$ cat config.mk
export PLATFORM = sky130hd
export DESIGN_NAME = symbolic_mode_parser_unit
export DESIGN_NICKNAME = d
export VERILOG_FILES = /design/src/sv/smp_pkg.sv /design/src/sv/smp_front.sv /design/src/sv/smp_queue.sv /design/src/sv/smp_back.sv /design/src/sv/symbolic_mode_parser_unit.sv
export SDC_FILE = /design/constraint.sdc
export NUM_CORES = 1
export LEC_CHECK = 0
export CAP_MARGIN = 20
export CORE_MARGIN = 2
export CORE_UTILIZATION = 60
export DETAILED_ROUTE_END_ITERATION = 12
export DONT_BUFFER_PORTS = 1
export GPL_TIMING_DRIVEN = 0
export HOLD_SLACK_MARGIN = 0.02
export PLACE_DENSITY_LB_ADDON = 0.1
export SYNTH_ARGS = -nofsm -noshare
export SYNTH_HDL_FRONTEND = slang
export SYNTH_HIERARCHICAL = 1
export SYNTH_SLANG_ARGS = --single-unit
$ cat constraint.sdc
create_clock -name aclk -period 7.6 [get_ports aclk]
set_clock_uncertainty 0.05 [all_clocks]
set_input_delay 1.52 -clock aclk [delete_from_list [all_inputs] [get_ports aclk]]
set_output_delay 1.52 -clock aclk [all_outputs]
set_load 0.02 [all_outputs]
$ cat src/sv/smp_pkg.sv
// Shared types and constants of the symbolic mode parser.
package smp_pkg;

    localparam int QUEUE_DEPTH = 2;
    localparam int QPTR_W      = (QUEUE_DEPTH > 1) ? $clog2(QUEUE_DEPTH) : 1;
    localparam int QCNT_W      = $clog2(QUEUE_DEPTH + 1);

    localparam int PADDR_W = 3;
    localparam int PDATA_W = 32;
    localparam int UMASK_W = 12;
    localparam int MODE_W  = 16;
    localparam int PERM_W  = 12;

    localparam logic [UMASK_W-1:0] UMASK_RESET = 12'o0022;

    // register index, taken from paddr[2]
    localparam logic REG_UMASK = 1'b0;

    localparam logic [PERM_W-1:0] MASK_USER  = 12'o5700;
    localparam logic [PERM_W-1:0] MASK_GROUP = 12'o2070;
    localparam logic [PERM_W-1:0] MASK_OTHER = 12'o0007;
    localparam logic [PERM_W-1:0] MASK_ALL   = 12'o1777;
    localparam logic [PERM_W-1:0] BIT_READ   = 12'o0444;
    localparam logic [PERM_W-1:0] BIT_WRITE  = 12'o0222;
    localparam logic [PERM_W-1:0] BIT_EXEC   = 12'o0111;
    localparam logic [PERM_W-1:0] BIT_SETID  = 12'o6000;
    localparam logic [PERM_W-1:0] BIT_STICKY = 12'o1000;
    localparam logic [MODE_W-1:0] TYPE_FIELD = 16'o170000;
    localparam logic [MODE_W-1:0] TYPE_DIR   = 16'o040000;

    typedef enum logic [2:0] {
        PH_OCTAL,
        PH_WHO,
        PH_PFIRST,
        PH_PERM,
        PH_AFTER,
        PH_ERROR
    } phase_t;

    typedef enum logic [1:0] {
        OP_NONE,
        OP_ADD,
        OP_SUB,
        OP_SET
    } op_t;

    typedef enum logic [4:0] {
        CL_NUL,
        CL_DIGIT,
        CL_U,
        CL_G,
        CL_O,
        CL_A,
        CL_ADD,
        CL_SUB,
        CL_SET,
        CL_COMMA,
        CL_R,
        CL_W,
        CL_XL,
        CL_XU,
        CL_S,
        CL_T,
        CL_OTHER
    } cls_t;

    typedef struct packed {
        cls_t              cls;
        logic [2:0]        digit;
        logic              first;
        logic [MODE_W-1:0] start_mode;
    } item_t;

    typedef struct packed {
        logic empty;
        logic full;
    } q_status_t;

endpackage

$ cat src/sv/smp_front.sv
// Front end: input handshake and character classification.
module smp_front (
    input  logic                  s_valid,
    output logic                  s_ready,
    input  logic [7:0]            s_symbol,
    input  logic                  s_is_first,
    input  logic [15:0]           s_start_mode,
    input  smp_pkg::q_status_t    q_status,
    output logic                  q_push,
    output smp_pkg::item_t        q_item
);
    import smp_pkg::*;

    cls_t cls;

    always_comb begin
        case (s_symbol)
            8'h00: cls = CL_NUL;
            "0", "1", "2", "3", "4", "5", "6", "7": cls = CL_DIGIT;
            "u": cls = CL_U;
            "g": cls = CL_G;
            "o": cls = CL_O;
            "a": cls = CL_A;
            "+": cls = CL_ADD;
            "-": cls = CL_SUB;
            "=": cls = CL_SET;
            ",": cls = CL_COMMA;
            "r": cls = CL_R;
            "w": cls = CL_W;
            "x": cls = CL_XL;
            "X": cls = CL_XU;
            "s": cls = CL_S;
            "t": cls = CL_T;
            default: cls = CL_OTHER;
        endcase
    end

    assign s_ready = !q_status.full;
    assign q_push  = s_valid && s_ready;

    assign q_item.cls        = cls;
    assign q_item.digit      = s_symbol[2:0];
    assign q_item.first      = s_is_first;
    assign q_item.start_mode = s_start_mode;

endmodule

$ cat src/sv/smp_queue.sv
// Short queue of classified characters between front and back.
module smp_queue (
    input  logic               aclk,
    input  logic               aresetn,
    input  logic               push,
    input  smp_pkg::item_t     item_in,
    input  logic               pop,
    output smp_pkg::item_t     item_out,
    output smp_pkg::q_status_t status
);
    import smp_pkg::*;

    item_t             entries_reg [QUEUE_DEPTH];
    logic [QPTR_W-1:0] wr_ptr_reg, wr_ptr_next;
    logic [QPTR_W-1:0] rd_ptr_reg, rd_ptr_next;
    logic [QCNT_W-1:0] count_reg, count_next;

    localparam logic [QPTR_W-1:0] PTR_LAST = QPTR_W'(QUEUE_DEPTH - 1);
    localparam logic [QCNT_W-1:0] CNT_FULL = QCNT_W'(QUEUE_DEPTH);

    always_comb begin
        wr_ptr_next = wr_ptr_reg;
        rd_ptr_next = rd_ptr_reg;
        count_next  = count_reg;
        if (push) begin
            wr_ptr_next = (wr_ptr_reg == PTR_LAST) ? '0 : wr_ptr_reg + 1'b1;
        end
        if (pop) begin
            rd_ptr_next = (rd_ptr_reg == PTR_LAST) ? '0 : rd_ptr_reg + 1'b1;
        end
        if (push && !pop) begin
            count_next = count_reg + 1'b1;
        end else if (pop && !push) begin
            count_next = count_reg - 1'b1;
        end
    end

    always_ff @(posedge aclk) begin
        if (!aresetn) begin
            wr_ptr_reg <= '0;
            rd_ptr_reg <= '0;
            count_reg  <= '0;
        end else begin
            wr_ptr_reg <= wr_ptr_next;
            rd_ptr_reg <= rd_ptr_next;
            count_reg  <= count_next;
        end
    end

    always_ff @(posedge aclk) begin
        if (push) begin
            entries_reg[wr_ptr_reg] <= item_in;
        end
    end

    assign item_out     = entries_reg[rd_ptr_reg];
    assign status.empty = (count_reg == '0);
    assign status.full  = (count_reg == CNT_FULL);

endmodule

$ cat src/sv/smp_back.sv
// Back end: clause parser, mode update and result register.
module smp_back (
    input  logic                          aclk,
    input  logic                          aresetn,
    input  smp_pkg::item_t                q_item,
    input  smp_pkg::q_status_t            q_status,
    output logic                          q_pop,
    input  logic [smp_pkg::UMASK_W-1:0]   umask,
    output logic                          m_valid,
    input  logic                          m_ready,
    output logic [15:0]                   m_new_mode,
    output logic                          m_invalid
);
    import smp_pkg::*;

    phase_t              phase_reg, phase_next;
    op_t                 op_reg, op_next;
    logic [MODE_W-1:0]   oct_reg, oct_next;
    logic [PERM_W-1:0]   who_reg, who_next;
    logic [PERM_W-1:0]   perm_reg, perm_next;
    logic [MODE_W-1:0]   wm_reg, wm_next;
    logic                err_reg, err_next;
    logic                m_valid_reg, m_valid_next;
    logic [MODE_W-1:0]   m_new_mode_reg, m_new_mode_next;
    logic                m_invalid_reg, m_invalid_next;

    // state as seen by this character, after a string start
    phase_t              ph0;
    op_t                 op0;
    logic [MODE_W-1:0]   oct0, wm0;
    logic [PERM_W-1:0]   who0, perm0;
    logic                err0;
    cls_t                cls;

    logic in_oct, oct_digit, is_nul;
    logic who_path, who_letter, pf_copy, perm_path, perm_letter, ce;
    logic ce_op, ce_comma, emit;
    logic [PERM_W-1:0] who_lmask, who_base, perm_lbits, apply_bits, apply_t;
    logic [2:0]        cpy;
    logic              x_ok, apply_en;
    logic [MODE_W-1:0] wm_applied;
    op_t               op_sel;

    assign q_pop = !q_status.empty && (!m_valid_reg || m_ready);
    assign cls   = q_item.cls;

    always_comb begin
        ph0   = q_item.first ? PH_OCTAL : phase_reg;
        op0   = q_item.first ? OP_NONE  : op_reg;
        oct0  = q_item.first ? '0 : oct_reg;
        who0  = q_item.first ? '0 : who_reg;
        perm0 = q_item.first ? '0 : perm_reg;
        err0  = q_item.first ? 1'b0 : err_reg;
        wm0   = q_item.first ? q_item.start_mode : wm_reg;
    end

    // decode of the grammar position
    always_comb begin
        is_nul      = (cls == CL_NUL);
        in_oct      = (ph0 == PH_OCTAL);
        oct_digit   = in_oct && (cls == CL_DIGIT);
        who_path    = (in_oct && !oct_digit && !is_nul) || (ph0 == PH_WHO);
        who_letter  = who_path && (cls == CL_U || cls == CL_G || cls == CL_O || cls == CL_A);
        pf_copy     = (ph0 == PH_PFIRST) && (cls == CL_U || cls == CL_G || cls == CL_O);
        perm_path   = ((ph0 == PH_PFIRST) && !pf_copy) || (ph0 == PH_PERM);
        perm_letter = perm_path && (cls == CL_R || cls == CL_W || cls == CL_XL ||
                                    cls == CL_XU || cls == CL_S || cls == CL_T);
        ce          = (who_path && !who_letter) || (perm_path && !perm_letter)
                      || (ph0 == PH_AFTER);
        ce_op       = ce && (cls == CL_ADD || cls == CL_SUB || cls == CL_SET);
        ce_comma    = ce && (cls == CL_COMMA);
        emit        = is_nul && (in_oct || ce || (ph0 == PH_ERROR));
    end

    // next phase
    always_comb begin
        phase_next = ph0;
        if (emit) begin
            phase_next = PH_OCTAL;
        end else if (who_letter) begin
            phase_next = PH_WHO;
        end else if (pf_copy) begin
            phase_next = PH_AFTER;
        end else if (perm_letter) begin
            phase_next = PH_PERM;
        end else if (ce_op) begin
            phase_next = PH_PFIRST;
        end else if (ce_comma) begin
            phase_next = PH_WHO;
        end else if (ce) begin
            phase_next = PH_ERROR;
        end
    end

    // datapath
    always_comb begin
        case (cls)
            CL_U:    who_lmask = MASK_USER;
            CL_G:    who_lmask = MASK_GROUP;
            CL_O:    who_lmask = MASK_OTHER;
            default: who_lmask = MASK_ALL;
        endcase

        x_ok = ((wm0 & TYPE_FIELD) == TYPE_DIR) || ((wm0[PERM_W-1:0] & BIT_EXEC) != '0);
        case (cls)
            CL_R:    perm_lbits = BIT_READ;
            CL_W:    perm_lbits = BIT_WRITE;
            CL_XL:   perm_lbits = BIT_EXEC;
            CL_XU:   perm_lbits = x_ok ? BIT_EXEC : '0;
            CL_S:    perm_lbits = BIT_SETID;
            default: perm_lbits = BIT_STICKY;
        endcase

        case (cls)
            CL_ADD:  op_sel = OP_ADD;
            CL_SUB:  op_sel = OP_SUB;
            default: op_sel = OP_SET;
        endcase

        case (cls)
            CL_U:    cpy = wm0[8:6];
            CL_G:    cpy = wm0[5:3];
            default: cpy = wm0[2:0];
        endcase

        who_base   = in_oct ? '0 : who0;
        apply_en   = pf_copy || (perm_path && !perm_letter);
        apply_bits = pf_copy ? {3'b000, cpy, cpy, cpy} : perm0;
        apply_t    = apply_bits & who0;
        case (op0)
            OP_ADD:  wm_applied = wm0 | {4'b0000, apply_t};
            OP_SUB:  wm_applied = wm0 & ~{4'b0000, apply_t};
            OP_SET:  wm_applied = (wm0 & ~{4'b0000, who0}) | {4'b0000, apply_t};
            default: wm_applied = wm0;
        endcase

        if (oct_digit || emit) begin
            oct_next = emit ? '0 : {oct0[MODE_W-4:0], q_item.digit};
        end else begin
            oct_next = oct0;
        end

        if (in_oct && is_nul) begin
            wm_next = oct0;
        end else if (apply_en) begin
            wm_next = wm_applied;
        end else begin
            wm_next = wm0;
        end

        if (emit || ce_comma) begin
            who_next = '0;
        end else if (who_letter) begin
            who_next = who_base | who_lmask;
        end else if (who_path) begin
            who_next = (who_base == '0) ? (MASK_ALL & ~umask) : who_base;
        end else begin
            who_next = who0;
        end

        if (emit) begin
            op_next = OP_NONE;
        end else if (ce_op) begin
            op_next = op_sel;
        end else begin
            op_next = op0;
        end

        if (emit || ce_op) begin
            perm_next = '0;
        end else if (perm_letter) begin
            perm_next = perm0 | perm_lbits;
        end else begin
            perm_next = perm0;
        end

        if (emit) begin
            err_next = 1'b0;
        end else if (ce && !ce_op && !ce_comma) begin
            err_next = 1'b1;
        end else begin
            err_next = err0;
        end
    end

    // result register
    always_comb begin
        m_valid_next    = m_valid_reg && !m_ready;
        m_new_mode_next = m_new_mode_reg;
        m_invalid_next  = m_invalid_reg;
        if (q_pop && emit) begin
            m_valid_next    = 1'b1;
            m_new_mode_next = wm_next;
            m_invalid_next  = in_oct ? 1'b0 : (ce ? err0 : 1'b1);
        end
    end

    always_ff @(posedge aclk) begin
        if (!aresetn) begin
            phase_reg   <= PH_OCTAL;
            op_reg      <= OP_NONE;
            oct_reg     <= '0;
            who_reg     <= '0;
            perm_reg    <= '0;
            wm_reg      <= '0;
            err_reg     <= 1'b0;
            m_valid_reg <= 1'b0;
        end else begin
            if (q_pop) begin
                phase_reg <= phase_next;
                op_reg    <= op_next;
                oct_reg   <= oct_next;
                who_reg   <= who_next;
                perm_reg  <= perm_next;
                wm_reg    <= wm_next;
                err_reg   <= err_next;
            end
            m_valid_reg <= m_valid_next;
        end
    end

    always_ff @(posedge aclk) begin
        m_new_mode_reg <= m_new_mode_next;
        m_invalid_reg  <= m_invalid_next;
    end

    assign m_valid    = m_valid_reg;
    assign m_new_mode = m_new_mode_reg;
    assign m_invalid  = m_invalid_reg;

endmodule

$ cat src/sv/symbolic_mode_parser_unit.sv
// Top level of the symbolic mode parser: umask register, front, queue and back.
//
// Use: a chmod mode string enters on the s_ channel one character per
// transfer, s_is_first high on its first character (s_start_mode is taken
// then), and a zero character ends it. One transfer on the m_ channel per
// string carries m_new_mode and m_invalid; other characters give none.
// Path: the terminating zero is written into the queue, then the back end
// pops it into the result register once that register is free or m_ready
// is seen. Throughput: one character per cycle while s_ready is high, taken
// by the clause parser in the back end.
// A two-entry queue lets the front keep taking characters while the back
// waits on a stalled m_ready; s_ready drops only when that queue is full.
// The result register holds its payload until m_ready is seen.
// Reset (aresetn low, synchronous) empties the queue, clears the parse
// state and the mode to zero, drops m_valid and sets umask_reg to 022.
// umask_reg is written over the APB port where paddr[2] is 0; write it only
// while no string is in flight.
module symbolic_mode_parser_unit (
    input  logic                          aclk,
    input  logic                          aresetn,
    input  logic                          psel,
    input  logic                          penable,
    input  logic                          pwrite,
    input  logic [smp_pkg::PADDR_W-1:0]   paddr,
    input  logic [smp_pkg::PDATA_W-1:0]   pwdata,
    output logic [smp_pkg::PDATA_W-1:0]   prdata,
    output logic                          pready,
    input  logic                          s_valid,
    output logic                          s_ready,
    input  logic [7:0]                    s_symbol,
    input  logic                          s_is_first,
    input  logic [15:0]                   s_start_mode,
    output logic                          m_valid,
    input  logic                          m_ready,
    output logic [15:0]                   m_new_mode,
    output logic                          m_invalid
);
    import smp_pkg::*;

    logic [UMASK_W-1:0] umask_reg, umask_next;
    logic               cfg_wr;
    item_t              push_item, pop_item;
    q_status_t          q_status;
    logic               q_push, q_pop;

    assign pready = 1'b1;
    assign cfg_wr = psel && penable && pwrite && pready && (paddr[2] == REG_UMASK);

    always_comb begin
        umask_next = cfg_wr ? pwdata[UMASK_W-1:0] : umask_reg;
    end

    always_ff @(posedge aclk) begin
        if (!aresetn) begin
            umask_reg <= UMASK_RESET;
        end else begin
            umask_reg <= umask_next;
        end
    end

    assign prdata = (paddr[2] == REG_UMASK) ? {{(PDATA_W-UMASK_W){1'b0}}, umask_reg} : '0;

    smp_front u_front (
        .s_valid      (s_valid),
        .s_ready      (s_ready),
        .s_symbol     (s_symbol),
        .s_is_first   (s_is_first),
        .s_start_mode (s_start_mode),
        .q_status     (q_status),
        .q_push       (q_push),
        .q_item       (push_item)
    );

    smp_queue u_queue (
        .aclk     (aclk),
        .aresetn  (aresetn),
        .push     (q_push),
        .item_in  (push_item),
        .pop      (q_pop),
        .item_out (pop_item),
        .status   (q_status)
    );

    smp_back u_back (
        .aclk       (aclk),
        .aresetn    (aresetn),
        .q_item     (pop_item),
        .q_status   (q_status),
        .q_pop      (q_pop),
        .umask      (umask_reg),
        .m_valid    (m_valid),
        .m_ready    (m_ready),
        .m_new_mode (m_new_mode),
        .m_invalid  (m_invalid)
    );

endmodule

==> results of run 1 <==
==> power groups by stage <==
stage                     logic [mW]  clock network, mW  registers [mW]
final                          0.924              0.801            1.05
after global routing           0.993              0.843            1.06
after CTS                      0.894              0.808            1.05
after detailed placement       0.890                  0            1.06
after global placement         0.869                  0            1.05
after floorplan                0.661                  0            1.03
==> per-stage QoR <==
step	power [mW]	std cells	setup slack, ns	util [%]
finish	2.77	1000	3.68	69.1
global route	2.89	1000	3.55	69.1
CTS	2.75	999	3.79	68.9
detailed placement	1.95	967	3.62	64.4
global placement	1.92	965	3.31	64.2
floorplan	1.69	793	4.04	-
==> cell families (layout without fill, tap and decap cells) <==
kind of cell | after synthesis | in the layout | synth area share (%)
xor+xnor | 7 | 7 | 0.782
fa+ha+maj | 1 | 1 | 0.159
compound gates | 216 | 216 | 20.6
mux | 52 | 52 | 7.19
buf+inv | 104 | 139 | 8.20
other cells | 2 | 21 | 0.0957
flops | 147 | 147 | 46.1
simple gates | 245 | 245 | 16.9
==> metal layers <==
layer,track usage [%],vias to the layer above,share of wire (%)
li1,-,2938,-
met1,41.7,3075,43
met2,48.5,355,46
met3,7.72,61,7.9
met4,14.0,0,3.9
met5,0,-,0
==> final cells by class <==
| class | instances | share of cell area [%] |
|---|---|---|
| timing repair buffer | 3 | 0.657 |
| inverter | 12 | 0.514 |
| clock buffer | 18 | 5.01 |
| tap | 172 | 2.46 |
| sequential | 147 | 41.3 |
| clock inverter | 14 | 1.46 |
| multi-input combinational | 542 | 41.8 |
| buffer | 92 | 6.83 |
==> critical path, cell delays in order, from the launching register on <==
cell	delay, ns
sky130_fd_sc_hd__dfxtp_1	0.30
sky130_fd_sc_hd__buf_2	0.22
sky130_fd_sc_hd__buf_4	0.23
sky130_fd_sc_hd__mux2_2	0.36
sky130_fd_sc_hd__buf_2	0.23
sky130_fd_sc_hd__nor3b_2	0.63
sky130_fd_sc_hd__o21ai_0	0.46
sky130_fd_sc_hd__o211ai_2	0.45
sky130_fd_sc_hd__nand2_1	0.10
sky130_fd_sc_hd__nor4_1	0.61
sky130_fd_sc_hd__a22o_1	0.22
==> cell usage in the layout, fill, tap and decap left out, drive strengths merged, types with 5 or more instances in the layout <==
| master | instances |
|---|---|
| clkbuf | 43 |
| conb | 21 |
| o21a | 8 |
| nor4 | 11 |
| inv | 16 |
| nand2b | 6 |
| a21oi | 31 |
| or3 | 6 |
| mux2i | 26 |
| dfxtp | 80 |
| buf | 70 |
| and2 | 7 |
| a211oi | 10 |
| clkinv | 6 |
| nor2b | 24 |
| o31ai | 6 |
| o21ai | 37 |
| nor3 | 24 |
| nand2 | 63 |
| or2 | 7 |
| mux2 | 25 |
| a21boi | 5 |
| o211ai | 10 |
| nor2 | 46 |
| edfxtp | 67 |
| o22ai | 6 |
| a31oi | 12 |
| a21o | 13 |
| nand3 | 11 |
| a22o | 27 |
| and2b | 5 |
==> final timing paths <==
path | slack, ns | end | cells after the start
worst min-delay path | 0.41 | u_back/perm_reg[6] | 1
worst max-delay path | 3.68 | u_back/op_reg[0] | 10
worst min register to register | 0.41 | u_back/perm_reg[6] | 1
worst max register to register | 3.68 | u_back/op_reg[0] | 10
==> flow_results.xml, run 1 <==
<?xml version="1.0" encoding="UTF-8"?>
<metrics>
  <group name="status">
    <metric name="run_status" unit="">finished clean</metric>
  </group>
  <group name="power">
    <metric name="power_density_over_the_cells" unit="nW/um2">317</metric>
    <metric name="switching_power_as_a_share_of_total_power" unit="%">36.6</metric>
    <metric name="worst_ir_drop_vdd" unit="mV">0.202</metric>
    <metric name="power.clock.fraction" unit="%">28.9</metric>
    <metric name="combPwrFrac" unit="%">33.3</metric>
    <metric name="power_leakage" unit="nW">3.27</metric>
    <metric name="cellInternalPower" unit="mW">1.76</metric>
    <metric name="total_switching_power" unit="mW">1.02</metric>
    <metric name="pwr-share-seq" unit="%">37.8</metric>
  </group>
  <group name="sta">
    <metric name="worst_pin_slew" unit="ns">0.990</metric>
    <metric name="timing.final.crit_period" unit="ns">3.92</metric>
    <metric name="setup-violations-final" unit="">0</metric>
    <metric name="relSlewSlack" unit="%">33.6</metric>
    <metric name="setup_total_negative_slack" unit="ns">0</metric>
    <metric name="unrepaired_setup_endpoints_after_global_routing" unit="">false</metric>
    <metric name="achievable-frequency" unit="GHz">0.255</metric>
    <metric name="final-hold-violation-count" unit="">0</metric>
    <metric name="fin_hold_ws" unit="ns">0.405</metric>
    <metric name="final_max_slew_viol_count" unit="">0</metric>
    <metric name="timing.final.crit_share" unit="%">51.5</metric>
  </group>
  <group name="clock_tree">
    <metric name="cts.repair.resized" unit="">0</metric>
    <metric name="clk_transition_reported_paths" unit="ns">0.06</metric>
    <metric name="post_cts_setup_buffers" unit="">0</metric>
    <metric name="cts_root_buf" unit="">sky130_fd_sc_hd__clkbuf_16</metric>
    <metric name="cts_inserted_buffers" unit="">17</metric>
    <metric name="worstSkewPairLatency" unit="ns">0.43</metric>
    <metric name="clkSinkCount" unit="">147</metric>
    <metric name="cts.path.max_buffers" unit="">2</metric>
    <metric name="number_of_h_tree_levels" unit="">4</metric>
    <metric name="hold_buffers" unit="">0</metric>
    <metric name="cts_tree" unit="">done</metric>
  </group>
  <group name="final_layout">
    <metric name="fin_nets" unit="">883</metric>
    <metric name="largest_register_ff_count" unit="">50</metric>
    <metric name="antenna_cells" unit="">0</metric>
    <metric name="seqCellArea" unit="um2">3610</metric>
    <metric name="fill_cells" unit="">953</metric>
    <metric name="drive_gt1_share" unit="%">19.0</metric>
    <metric name="post-route-cell-area" unit="um2">8760</metric>
    <metric name="layout-area-overhead-vs-synth" unit="%">11.7</metric>
    <metric name="multi_input_gate_area_in_the_final_layout" unit="um2">3660</metric>
  </group>
  <group name="synthesis">
    <metric name="yosysSeqAreaShare" unit="%">46.1</metric>
    <metric name="syn_area" unit="um2">7840</metric>
    <metric name="synth-seq-cells" unit="">147</metric>
    <metric name="number_of_synthesized_flops_with_an_enable_pin" unit="">67</metric>
    <metric name="library_cells_used_by_synthesis" unit="">95</metric>
    <metric name="synth_top_cell_by_area" unit="">sky130_fd_sc_hd__edfxtp_1</metric>
    <metric name="postSynthAreaPerCell" unit="um2">10.1</metric>
    <metric name="synth.top_cells.by_count" unit="">80 x sky130_fd_sc_hd__dfxtp_1, 67 x sky130_fd_sc_hd__edfxtp_1, 63 x sky130_fd_sc_hd__nand2_1</metric>
    <metric name="yosysWarnings" unit="">6</metric>
    <metric name="synth.top_cells.by_area" unit="">sky130_fd_sc_hd__edfxtp_1 26%, sky130_fd_sc_hd__dfxtp_1 20%, sky130_fd_sc_hd__buf_4 4.5%, sky130_fd_sc_hd__mux2_2 3.6%, sky130_fd_sc_hd__mux2i_1 3.3%</metric>
    <metric name="synth-main-ff-cell" unit="">sky130_fd_sc_hd__dfxtp_1</metric>
    <metric name="postSynthCellCount" unit="">774</metric>
    <metric name="async_reset_ff_share" unit="%">0</metric>
    <metric name="yosysMostFrequentCell" unit="">sky130_fd_sc_hd__dfxtp_1</metric>
    <metric name="post-synth-top-area-fraction" unit="%">25.7</metric>
  </group>
  <group name="worst_setup_path">
    <metric name="critical_path_arrival" unit="ns">4.24</metric>
    <metric name="worstSetupStartpointType" unit="">flop</metric>
    <metric name="timing.critical_path.required" unit="ns">7.92</metric>
    <metric name="timing.setup.critical_path_class" unit="">flop to flop</metric>
    <metric name="timing.critical_path.to_type" unit="">flop</metric>
    <metric name="worstPathMaxFanout" unit="">10</metric>
  </group>
  <group name="worst_hold_path">
    <metric name="hold_path_start" unit="">u_back/perm_reg[6]</metric>
    <metric name="worst_hold_path_type" unit="">flop to flop</metric>
  </group>
  <group name="detailed_routing">
    <metric name="first_pass_iters" unit="">5</metric>
    <metric name="drt_iter0_markers" unit="">875</metric>
    <metric name="ant_nets" unit="">0</metric>
    <metric name="detailroute.via_count" unit="">6429</metric>
    <metric name="route.detailed.vias_per_inst" unit="">6.43</metric>
    <metric name="drc_errors" unit="">0</metric>
    <metric name="wire_per_inst" unit="um">21.7</metric>
    <metric name="routed_wl" unit="um">21700</metric>
  </group>
  <group name="grt">
    <metric name="wire_length_of_the_first_global_routing_pass" unit="um">34000</metric>
    <metric name="globalRoute.totalOverflow" unit="">0</metric>
    <metric name="grt_max_degree" unit="">26</metric>
    <metric name="via_count_of_the_first_global_routing_pass" unit="">6079</metric>
    <metric name="grt_antenna_before_repair" unit="">0</metric>
    <metric name="groute.usage.overall" unit="%">31.4</metric>
  </group>
  <group name="die">
    <metric name="fp.dieArea" unit="um2">14000</metric>
    <metric name="num_io_pins" unit="">119</metric>
    <metric name="floorplan.core_area" unit="um2">12700</metric>
    <metric name="floorplan.initialDensity" unit="%">61.9</metric>
    <metric name="row_count" unit="">41</metric>
    <metric name="dieWidth" unit="um">118</metric>
    <metric name="die_h" unit="um">118</metric>
  </group>
  <group name="placement">
    <metric name="post_dp_cell_area" unit="um2">8170</metric>
    <metric name="port_buffers" unit="">0</metric>
    <metric name="gp_congestion" unit="">0.980</metric>
    <metric name="dpl.hpwl" unit="um">16000</metric>
  </group>
  <group name="run">
    <metric name="max_cap_viol_count" unit="">0</metric>
  </group>
</metrics>
Note: power is estimated with default switching activity, not from simulation.
==> inputs of run 2 (changes only) <==
--- a/config.mk
+++ b/config.mk
@@ -5,6 +5,7 @@
 export SDC_FILE = /design/constraint.sdc
 export NUM_CORES = 1
 export LEC_CHECK = 0
+export ABC_AREA = 1
 export CAP_MARGIN = 20
 export CORE_MARGIN = 2
 export CORE_UTILIZATION = 60
==> constraint.sdc (replaced) <==
create_clock -name aclk -period 3.9 [get_ports aclk]
set_clock_uncertainty 0.05 [all_clocks]
set_input_delay 0.78 -clock aclk [delete_from_list [all_inputs] [get_ports aclk]]
set_output_delay 0.78 -clock aclk [all_outputs]
set_load 0.02 [all_outputs]
==> run 2 against run 1 <==
Net effect: flip-flop and latch count stayed put; global-route usage is 2.3 points lower; sequential power is 94% higher; register-to-register slack lost 3.1 ns; utilization is 2.4 points lower; maximum frequency up 20%; hold slack better by 0.0084 ns; worst setup slack lost 3.1 ns; critical endpoint is now u_back/m_new_mode[2]; largest power group is now combinational cells.
==> flow_results.xml, run 2 <==
<?xml version="1.0" encoding="UTF-8"?>
<metrics>
  <group name="worst_setup_path">
    <metric name="critical_path_arrival" unit="ns">3.28</metric>
    <metric name="worstSetupStartpointType" unit="">flop</metric>
    <metric name="worstPathBufferInverterCount" unit="">6</metric>
    <metric name="timing.critical_path.required" unit="ns">3.91</metric>
    <metric name="timing.setup.critical_path_class" unit="">flop to flop</metric>
    <metric name="timing.critical_path.to_type" unit="">flop</metric>
    <metric name="worstPathMaxFanout" unit="">17</metric>
    <metric name="worst_path_largest_cell_delay" unit="ns">0.59</metric>
    <metric name="crit_path_top_delay_cell" unit="">sky130_fd_sc_hd__inv_1</metric>
    <metric name="critical_path.cell_chain" unit="">buf_6 -&gt; buf_12 -&gt; mux2_4 -&gt; buf_6 -&gt; inv_2 -&gt; nand3_1 -&gt; nor2_1 -&gt; nand3_1 -&gt; nand2_1 -&gt; nand2_2 -&gt; nand4_1 -&gt; nand2_2 -&gt; inv_2 -&gt; nand2_1 -&gt; inv_1</metric>
    <metric name="cpLargestDelayFamily" unit="">buffers and inverters</metric>
  </group>
  <group name="clock_tree">
    <metric name="post_cts_setup_buffers" unit="">0</metric>
    <metric name="cts.repair.resized" unit="">0</metric>
    <metric name="cts_inserted_buffers" unit="">17</metric>
    <metric name="worstSkewPairLatency" unit="ns">0.43</metric>
    <metric name="cts_tree" unit="">done</metric>
    <metric name="cts.path.max_buffers" unit="">2</metric>
    <metric name="clk_transition_reported_paths" unit="ns">0.06</metric>
    <metric name="cts_root_buf" unit="">sky130_fd_sc_hd__clkbuf_16</metric>
    <metric name="clkSinkCount" unit="">147</metric>
    <metric name="hold_buffers" unit="">0</metric>
    <metric name="number_of_h_tree_levels" unit="">4</metric>
  </group>
  <group name="die">
    <metric name="num_io_pins" unit="">119</metric>
    <metric name="die_h" unit="um">125</metric>
    <metric name="row_count" unit="">44</metric>
    <metric name="fp.dieArea" unit="um2">15500</metric>
    <metric name="dieWidth" unit="um">125</metric>
    <metric name="floorplan.initialDensity" unit="%">60.7</metric>
    <metric name="floorplan.core_area" unit="um2">14400</metric>
  </group>
  <group name="power">
    <metric name="post-layout-total-power" unit="mW">6.57</metric>
    <metric name="total_switching_power" unit="mW">2.85</metric>
    <metric name="pwr-share-seq" unit="%">31.0</metric>
    <metric name="combPwrFrac" unit="%">46.0</metric>
    <metric name="cellInternalPower" unit="mW">3.73</metric>
    <metric name="power.clock.fraction" unit="%">23.0</metric>
    <metric name="power_density_over_the_cells" unit="nW/um2">685</metric>
    <metric name="power_leakage" unit="nW">4.16</metric>
    <metric name="switching_power_as_a_share_of_total_power" unit="%">43.3</metric>
    <metric name="worst_ir_drop_vdd" unit="mV">0.379</metric>
  </group>
  <group name="final_layout">
    <metric name="seqCellArea" unit="um2">3610</metric>
    <metric name="fill_cells" unit="">1273</metric>
    <metric name="antenna_cells" unit="">0</metric>
    <metric name="largest_register_ff_count" unit="">50</metric>
    <metric name="leading_cell_type_in_the_layout_fill_and_taps_excluded" unit="">sky130_fd_sc_hd__nand2_1</metric>
    <metric name="fin_nets" unit="">1300</metric>
    <metric name="layout-area-overhead-vs-synth" unit="%">9.94</metric>
    <metric name="multi_input_gate_area_in_the_final_layout" unit="um2">4040</metric>
    <metric name="drive_gt1_share" unit="%">13.4</metric>
    <metric name="most-common-layout-cells" unit="">349 x sky130_fd_sc_hd__nand2_1, 125 x sky130_fd_sc_hd__inv_1, 119 x sky130_fd_sc_hd__nor2_1</metric>
    <metric name="layout.core_utilization" unit="%">66.7</metric>
  </group>
  <group name="placement">
    <metric name="dpl_worst_slack" unit="ns">0.629</metric>
    <metric name="port_buffers" unit="">0</metric>
    <metric name="gp_congestion" unit="">0.975</metric>
    <metric name="dpl.hpwl" unit="um">16600</metric>
  </group>
  <group name="worst_hold_path">
    <metric name="worst_hold_path_type" unit="">flop to flop</metric>
  </group>
  <group name="detailed_routing">
    <metric name="drc_errors" unit="">0</metric>
    <metric name="first_pass_iters" unit="">5</metric>
    <metric name="routed_wl" unit="um">22100</metric>
    <metric name="route.detailed.vias_per_inst" unit="">5.40</metric>
    <metric name="drt_iter0_markers" unit="">743</metric>
    <metric name="ant_nets" unit="">0</metric>
    <metric name="top_layer" unit="">met4</metric>
    <metric name="wire_per_inst" unit="um">15.5</metric>
    <metric name="wl_on_met1" unit="um">9260</metric>
    <metric name="dr_wl_met3" unit="um">2090</metric>
    <metric name="detailroute.wirelength.met2" unit="um">9850</metric>
    <metric name="detailroute.via_count" unit="">7711</metric>
  </group>
  <group name="sta">
    <metric name="post_route_setup_slack" unit="ns">0.629</metric>
    <metric name="unrepaired_setup_endpoints_after_global_routing" unit="">false</metric>
    <metric name="timing.final.crit_period" unit="ns">3.27</metric>
    <metric name="fin_hold_ws" unit="ns">0.414</metric>
    <metric name="worst_pin_slew" unit="ns">0.958</metric>
    <metric name="achievable-frequency" unit="GHz">0.306</metric>
    <metric name="final_max_slew_viol_count" unit="">0</metric>
    <metric name="setup-violations-final" unit="">0</metric>
    <metric name="timing.final.crit_share" unit="%">83.9</metric>
    <metric name="final-hold-violation-count" unit="">0</metric>
    <metric name="relSlewSlack" unit="%">36.1</metric>
    <metric name="setup_total_negative_slack" unit="ns">0</metric>
  </group>
  <group name="synthesis">
    <metric name="synth-main-ff-cell" unit="">sky130_fd_sc_hd__dfxtp_1</metric>
    <metric name="synth.top_cells.by_area" unit="">sky130_fd_sc_hd__edfxtp_1 23%, sky130_fd_sc_hd__dfxtp_1 18%, sky130_fd_sc_hd__nand2_1 15%, sky130_fd_sc_hd__inv_1 5.4%, sky130_fd_sc_hd__nor2_1 5.2%</metric>
    <metric name="async_reset_ff_share" unit="%">0</metric>
    <metric name="yosysMostFrequentCell" unit="">sky130_fd_sc_hd__nand2_1</metric>
    <metric name="postSynthCellCount" unit="">1193</metric>
    <metric name="postSynthAreaPerCell" unit="um2">7.31</metric>
    <metric name="post-synth-top-area-fraction" unit="%">23.1</metric>
    <metric name="library_cells_used_by_synthesis" unit="">41</metric>
    <metric name="synth.top_cells.by_count" unit="">349 x sky130_fd_sc_hd__nand2_1, 125 x sky130_fd_sc_hd__inv_1, 120 x sky130_fd_sc_hd__nor2_1</metric>
    <metric name="number_of_synthesized_flops_with_an_enable_pin" unit="">67</metric>
    <metric name="yosysSeqAreaShare" unit="%">41.4</metric>
    <metric name="synth-seq-cells" unit="">147</metric>
    <metric name="syn_area" unit="um2">8720</metric>
    <metric name="yosysWarnings" unit="">6</metric>
    <metric name="synth_top_cell_by_area" unit="">sky130_fd_sc_hd__edfxtp_1</metric>
  </group>
  <group name="grt">
    <metric name="grt_antenna_before_repair" unit="">0</metric>
    <metric name="via_count_of_the_first_global_routing_pass" unit="">7233</metric>
    <metric name="globalRoute.totalOverflow" unit="">0</metric>
    <metric name="groute.usage.overall" unit="%">29.1</metric>
    <metric name="wire_length_of_the_first_global_routing_pass" unit="um">35700</metric>
    <metric name="grt_max_degree" unit="">26</metric>
  </group>
  <group name="status">
    <metric name="run_status" unit="">finished clean</metric>
  </group>
  <group name="run">
    <metric name="max_cap_viol_count" unit="">0</metric>
  </group>
</metrics>
[run 2: cell families after synthesis]
kind of cell | Yosys count | synth area share, %
AND/OR/NAND/NOR | 591 | 29.4
multiplexers | 25 | 4.09
buffers and inverters | 232 | 13.1
AO/OA/AOI/OAI | 195 | 11.8
other | 2 | 0.0861
flip-flops | 147 | 41.4
adder cells (fa/ha/maj) | 1 | 0.143
[run 2: routing by layer]
metal | GRT usage [%] | vias up
met4 | 14.1 | 0
met3 | 9.79 | 66
met2 | 44.2 | 321
li1 | - | 3851
met1 | 37.4 | 3473
met5 | 0 | -
[run 2: stage by stage]
stage | cell area, um2 | instances
after floorplan | 8790 | 1212
after global placement | 9020 | 1396
after detailed placement | 9040 | 1397
after CTS | 9590 | 1429
after global routing | 9590 | 1429
final | 9590 | 1429
[run 2: worst paths after layout]
kind	cells past startpoint	from	endpoint	slack [ns]
max reg2reg	15	flop	u_back/m_new_mode[2]	0.63
max	15	flop	u_back/m_new_mode[2]	0.63
min reg2reg	2	u_back/perm_reg[2]	u_back/perm_reg[2]	0.41
min	2	u_back/perm_reg[2]	u_back/perm_reg[2]	0.41
[run 2: power by group through the flow]
| stage | logic (mW) | registers, mW | clock network [mW] |
|---|---|---|---|
| 3_5_place_dp | 2.93 | 2.06 | 0 |
| 5_1_grt | 3.32 | 2.06 | 1.60 |
| 2_1_floorplan | 2.22 | 2.03 | 0 |
| 3_3_place_gp | 2.89 | 2.06 | 0 |
| 6_report | 3.02 | 2.04 | 1.51 |
| 4_1_cts | 2.95 | 2.03 | 1.54 |
[run 2: final cells by class]
| type | count | area share [%] |
|---|---|---|
| Buffer | 95 | 6.56 |
| Clock buffer | 18 | 4.47 |
| Clock inverter | 14 | 1.24 |
| Inverter | 137 | 5.36 |
| Multi-Input combinational cell | 833 | 42.1 |
| Sequential cell | 147 | 37.7 |
| Tap cell | 184 | 2.40 |
| Timing Repair Buffer | 1 | 0.157 |
[run 2: tightest hold or removal path, stage by stage (launching register included)]
cell and delay, ns:
sky130_fd_sc_hd__dfxtp_1 0.31, sky130_fd_sc_hd__nand2_1 0.06, sky130_fd_sc_hd__a21oi_1 0.05
